<file path="src/hdl/grpt_pkg.sv">
// Shared widths, types and register codes for the gaze ray point transform.
// No dependencies; every other file imports this package.
package grpt_pkg;

    // Coordinate width of the input and result words
    localparam int CW   = 32;
    // Direction difference and magnitude width
    localparam int MW   = CW + 1;
    // Width of a leading-one position within MW
    localparam int SHW  = $clog2(MW);
    // Normalized magnitude: top component lies in [2^29, 2^30)
    localparam int NW   = 30;
    // Square and sum of squares
    localparam int SQW  = 2 * NW + 2;
    // Root width, also the number of root and divide steps
    localparam int RW   = 31;
    // Unit vector component, Q1.30
    localparam int UW   = RW;
    // Distance register width
    localparam int DW   = 32;
    // Offset along the ray
    localparam int OW   = 34;
    // Gaze point before the transform, signed
    localparam int PW   = ((CW > OW) ? CW : OW) + 1;
    // Transform coefficient width
    localparam int CFW  = 16;
    // Transform accumulator
    localparam int ACCW = PW + CFW + 2;
    // Accumulator after dropping 13 fraction bits
    localparam int RSW  = ACCW - 13;

    // APB register map
    localparam int AW   = 5;
    localparam logic [1:0] REG_ROW_X = 2'd0;
    localparam logic [1:0] REG_ROW_Y = 2'd1;
    localparam logic [1:0] REG_ROW_Z = 2'd2;
    localparam logic [1:0] REG_DIST  = 2'd3;

    localparam logic [63:0] ROW_X_RST = 64'd8192;
    localparam logic [63:0] ROW_Y_RST = 64'd8192 << 16;
    localparam logic [63:0] ROW_Z_RST = 64'd8192 << 32;
    localparam logic [DW-1:0] DIST_RST = 32'd65536000;

    // Configuration seen by the datapath
    typedef struct packed {
        logic [2:0][63:0] row;
        logic [DW-1:0]    gaze_dist;
    } cfg_t;

    // Per-word sideband carried alongside the root and divide pipes
    typedef struct packed {
        logic [2:0][CW-1:0] s;
        logic [2:0]         neg;
        logic [2:0][NW-1:0] mag;
        logic               zero;
    } side_t;

endpackage

</file>
<file path="src/hdl/grpt_cfg.sv">
// APB register file for the transform rows and the gaze distance.
// Depends on grpt_pkg.
module grpt_cfg
    import grpt_pkg::*;
(
    input  logic          clk,
    input  logic          rst_n,
    input  logic          psel,
    input  logic          penable,
    input  logic          pwrite,
    input  logic [AW-1:0] paddr,
    input  logic [63:0]   pwdata,
    output logic [63:0]   prdata,
    output logic          pready,
    output cfg_t          cfg
);

    logic [2:0][63:0] row_reg;
    logic [DW-1:0]    dist_reg;
    logic             wr_w;
    logic [1:0]       idx_w;

    assign pready = 1'b1;
    assign wr_w   = psel && penable && pwrite;
    assign idx_w  = paddr[4:3];

    // Register writes
    always_ff @(posedge clk or negedge rst_n)
    begin
        if (!rst_n)
        begin
            row_reg[0] <= ROW_X_RST;
            row_reg[1] <= ROW_Y_RST;
            row_reg[2] <= ROW_Z_RST;
            dist_reg   <= DIST_RST;
        end
        else if (wr_w)
        begin
            case (idx_w)
                REG_ROW_X: row_reg[0] <= pwdata;
                REG_ROW_Y: row_reg[1] <= pwdata;
                REG_ROW_Z: row_reg[2] <= pwdata;
                REG_DIST:  dist_reg   <= pwdata[DW-1:0];
                default:   ;
            endcase
        end
    end

    // Read mux
    always_comb
    begin
        case (idx_w)
            REG_ROW_X: prdata = row_reg[0];
            REG_ROW_Y: prdata = row_reg[1];
            REG_ROW_Z: prdata = row_reg[2];
            REG_DIST:  prdata = {{(64-DW){1'b0}}, dist_reg};
            default:   prdata = '0;
        endcase
    end

    assign cfg.row       = row_reg;
    assign cfg.gaze_dist = dist_reg;

endmodule

</file>
<file path="config.mk">
export PLATFORM = sky130hd
export DESIGN_NAME = grpt_cfg
export DESIGN_NICKNAME = d
export VERILOG_FILES = /design/src/hdl/grpt_pkg.sv /design/src/hdl/grpt_cfg.sv
export SDC_FILE = /design/constraint.sdc
export NUM_CORES = 1
export LEC_CHECK = 0
export BUFFER_PORTS_ARGS = -buffer_cell sky130_fd_sc_hd__buf_4
export CORE_UTILIZATION = 45
export CTS_CLUSTER_SIZE = 16
export DETAILED_ROUTE_END_ITERATION = 6
export PLACE_DENSITY_LB_ADDON = 0.3
export RECOVER_POWER = 100
export SETUP_SLACK_MARGIN = 0.2
export SLEW_MARGIN = 20
export SYNTH_ARGS = -nofsm -noshare
export SYNTH_HDL_FRONTEND = slang
export SYNTH_SLANG_ARGS = --single-unit
</file>
<file path="constraint.sdc">
create_clock -name clk -period 4.9 [get_ports clk]
set_input_delay 0.98 -clock clk [delete_from_list [all_inputs] [get_ports clk]]
set_output_delay 0.98 -clock clk [all_outputs]
set_load 0.1 [all_outputs]
</file>
==> out/results.tsv <==
metric	value	unit
Worst Clk Skew	0	ns
Yosys cell types	23	
PortBufs	358	
syn avg cell area	16.00	um^2
worst slack, placed	1.118	ns
post-CTS setup buffer count	0	
Final Cycle Share	85.99	%
max-cap violation count	5	
Yosys warning count	0	
worst skew pair latency	0.50	ns
CP Max Fanout	51	
worst setup path start	paddr[3]	
H-tree levels	1	
layout cells sized above 1	32.37	%
RSZ-0062 raised after global routing	no	
CTS tree	built	
die height	151.4	um
setup TNS	0	ns
violated checks	max-capacitance violations, max-slew violations	
Post-Syn Instances	628	
reg2reg setup slack	4.04	ns
Reg clk slew, reported paths	0.06	ns
setup violators final	0	
largest net degree at the start of global routing	122	
Final ANT Viol Nets	0	
die area	22930	um^2
CTS buffer count	24	
Clock Tree Root	clkbuf_16	
Initial Utilization	45.91	%
GRT Util Overall	23.05	%
Yosys top cell by area	dfrtp_1	
Max Root-Sink Buffers	3	
Register-to-Register Path Depth	1	
placed cell area	12930	um^2
Hold WC Path Type	flip-flop to flip-flop	
register area share after synthesis	55.89	%
I/O pins	363	
flops & latches, synth	224	
vias after detailed routing	6759	
Fmax	237.3	MHz
Slew Viols, Final	270	
Slew HR	-99.47	%
Critical Path Sink	prdata[61]	
synth top area cells	dfrtp_1 54%, mux2_2 14%, mux2_4 9.0%	
Placer Congestion	0.7855	
fin worst setup slack	0.6863	ns
Crit Path Category	primary input to output port	
FILL cells	2062	
dpl cells	1237	
Resized cells post-CTS	0	
area delta synth->final	23.97	%
syn_nets	702	
Worst Tran Pin Value	2.992	ns
num rows	54	
Non-Filler Instances	1281	
Nets	1057	
drt first pass iters	4	
synthesized area	10050	um^2
number of flip-flops under the largest register name	192	
final count of hold timing violations	0	
hpwl dp	17.88	mm
Data required, critical path	3.92	ns
DR DRC count	0	
Detailed Route WL	26.74	mm
wire length per cell	20.87	um
vias in the first global route	6861	
First DRT Iteration DRCs	228	
die width	151.4	um
via/cell ratio	5.276	
post-layout min period	4.214	ns
Arr. time, crit path	3.23	ns
global-route wire length before repair	40.23	mm
crit path capture type	output port	
Core Region	21890	um^2
hold buffers post-CTS	0	
FF-to-FF End	cfg[109]	
antenna violations before repair	0	
type of origin of the critical path	primary input	
ant diodes	0	
post-synth top area share	53.54	%
status	finished, violations left	
Overflow after GRT	0	
TritonCTS Sinks	224	
Worst R2R Start	cfg[109]	
cell area after layout	12460	um^2
per-layer routing:
| metal | vias up | share of wire, % | global-route usage, % |
|---|---|---|---|
| met4 | 0 | 2.2 | 6.100 |
| met3 | 44 | 7.9 | 5.572 |
| met1 | 3450 | 40 | 29.07 |
| met2 | 259 | 50 | 39.47 |
| li1 | 3006 | - | - |
| met5 | - | 0 | 0 |
cells by family after synthesis:
group           Yosys count  synth area share, %
other cells               1              0.03731
simple gates             39                1.718
buf+inv                  44                3.063
compound gates           32                1.594
mux                     288                37.70
flops                   224                55.89
worst max-delay path, stage by stage:
cell      delay [ns]
buf_4           0.75
clkbuf_1        0.68
mux2i_1         0.16
o21ai_1         0.15
clkbuf_2        0.47
cells in the mapped netlist (all sizes together):
cell    instances
buf            36
nor3            1
mux2          224
or3             1
inv             1
nor2            1
or2             1
nor2b           1
mux4           32
nand4           1
nand2          32
nand3           1
mux2i          32
dfstp           9
conb            1
dfrtp         215
o21ai          32
clkbuf          7
worst min-delay path by stage:
stage	start	to	slack (ns)	cells after the start
after floorplan	rst_n	cfg[100]	0.68	0
final	dist_reg[3]	dist_reg[3]	0.51	1
after global placement	dist_reg[6]	dist_reg[6]	0.50	1
after detailed placement	dist_reg[26]	dist_reg[26]	0.51	1
after CTS	dist_reg[6]	dist_reg[6]	0.52	1
after global routing	cfg[32]	cfg[32]	0.53	1
cell type report:
type                            instances  area, um^2  share of cell area (%)
Timing Repair Buffer                  372        1747                   14.02
Multi-Input combinational cell        360        3900                   31.30
Clock inverter                          9       97.59                  0.7834
Tap cell                              280       350.3                   2.812
Sequential cell                       224        5617                   45.08
Inverter                                1       3.754                 0.03013
Clock buffer                           35       743.2                   5.966
through the flow:
stage	util (%)	hold slack [ns]
after global routing	56.91	0.5337
after global placement	59.08	0.4960
final	56.91	0.5139
after CTS	62.92	0.5227
after detailed placement	59.08	0.5093
after floorplan	-	0.6844
cells in the final DEF, fill, tap and decap left out, types with 2 or more instances in the layout:
cell type / count
dfrtp_1: 215
o21ai_1: 32
bufinv_16: 2
buf_4: 80
dfstp_2: 9
nand2_1: 32
clkbuf_16: 25
mux2i_1: 32
mux2_2: 129
clkbuf_1: 266
mux2_4: 3
clkbuf_2: 27
clkinv_2: 6
mux2_1: 92
clkbuf_8: 8
mux4_2: 32
Power is not shown: default switching activity piles up to over one toggle a cycle in this logic, so the estimate is an artifact.
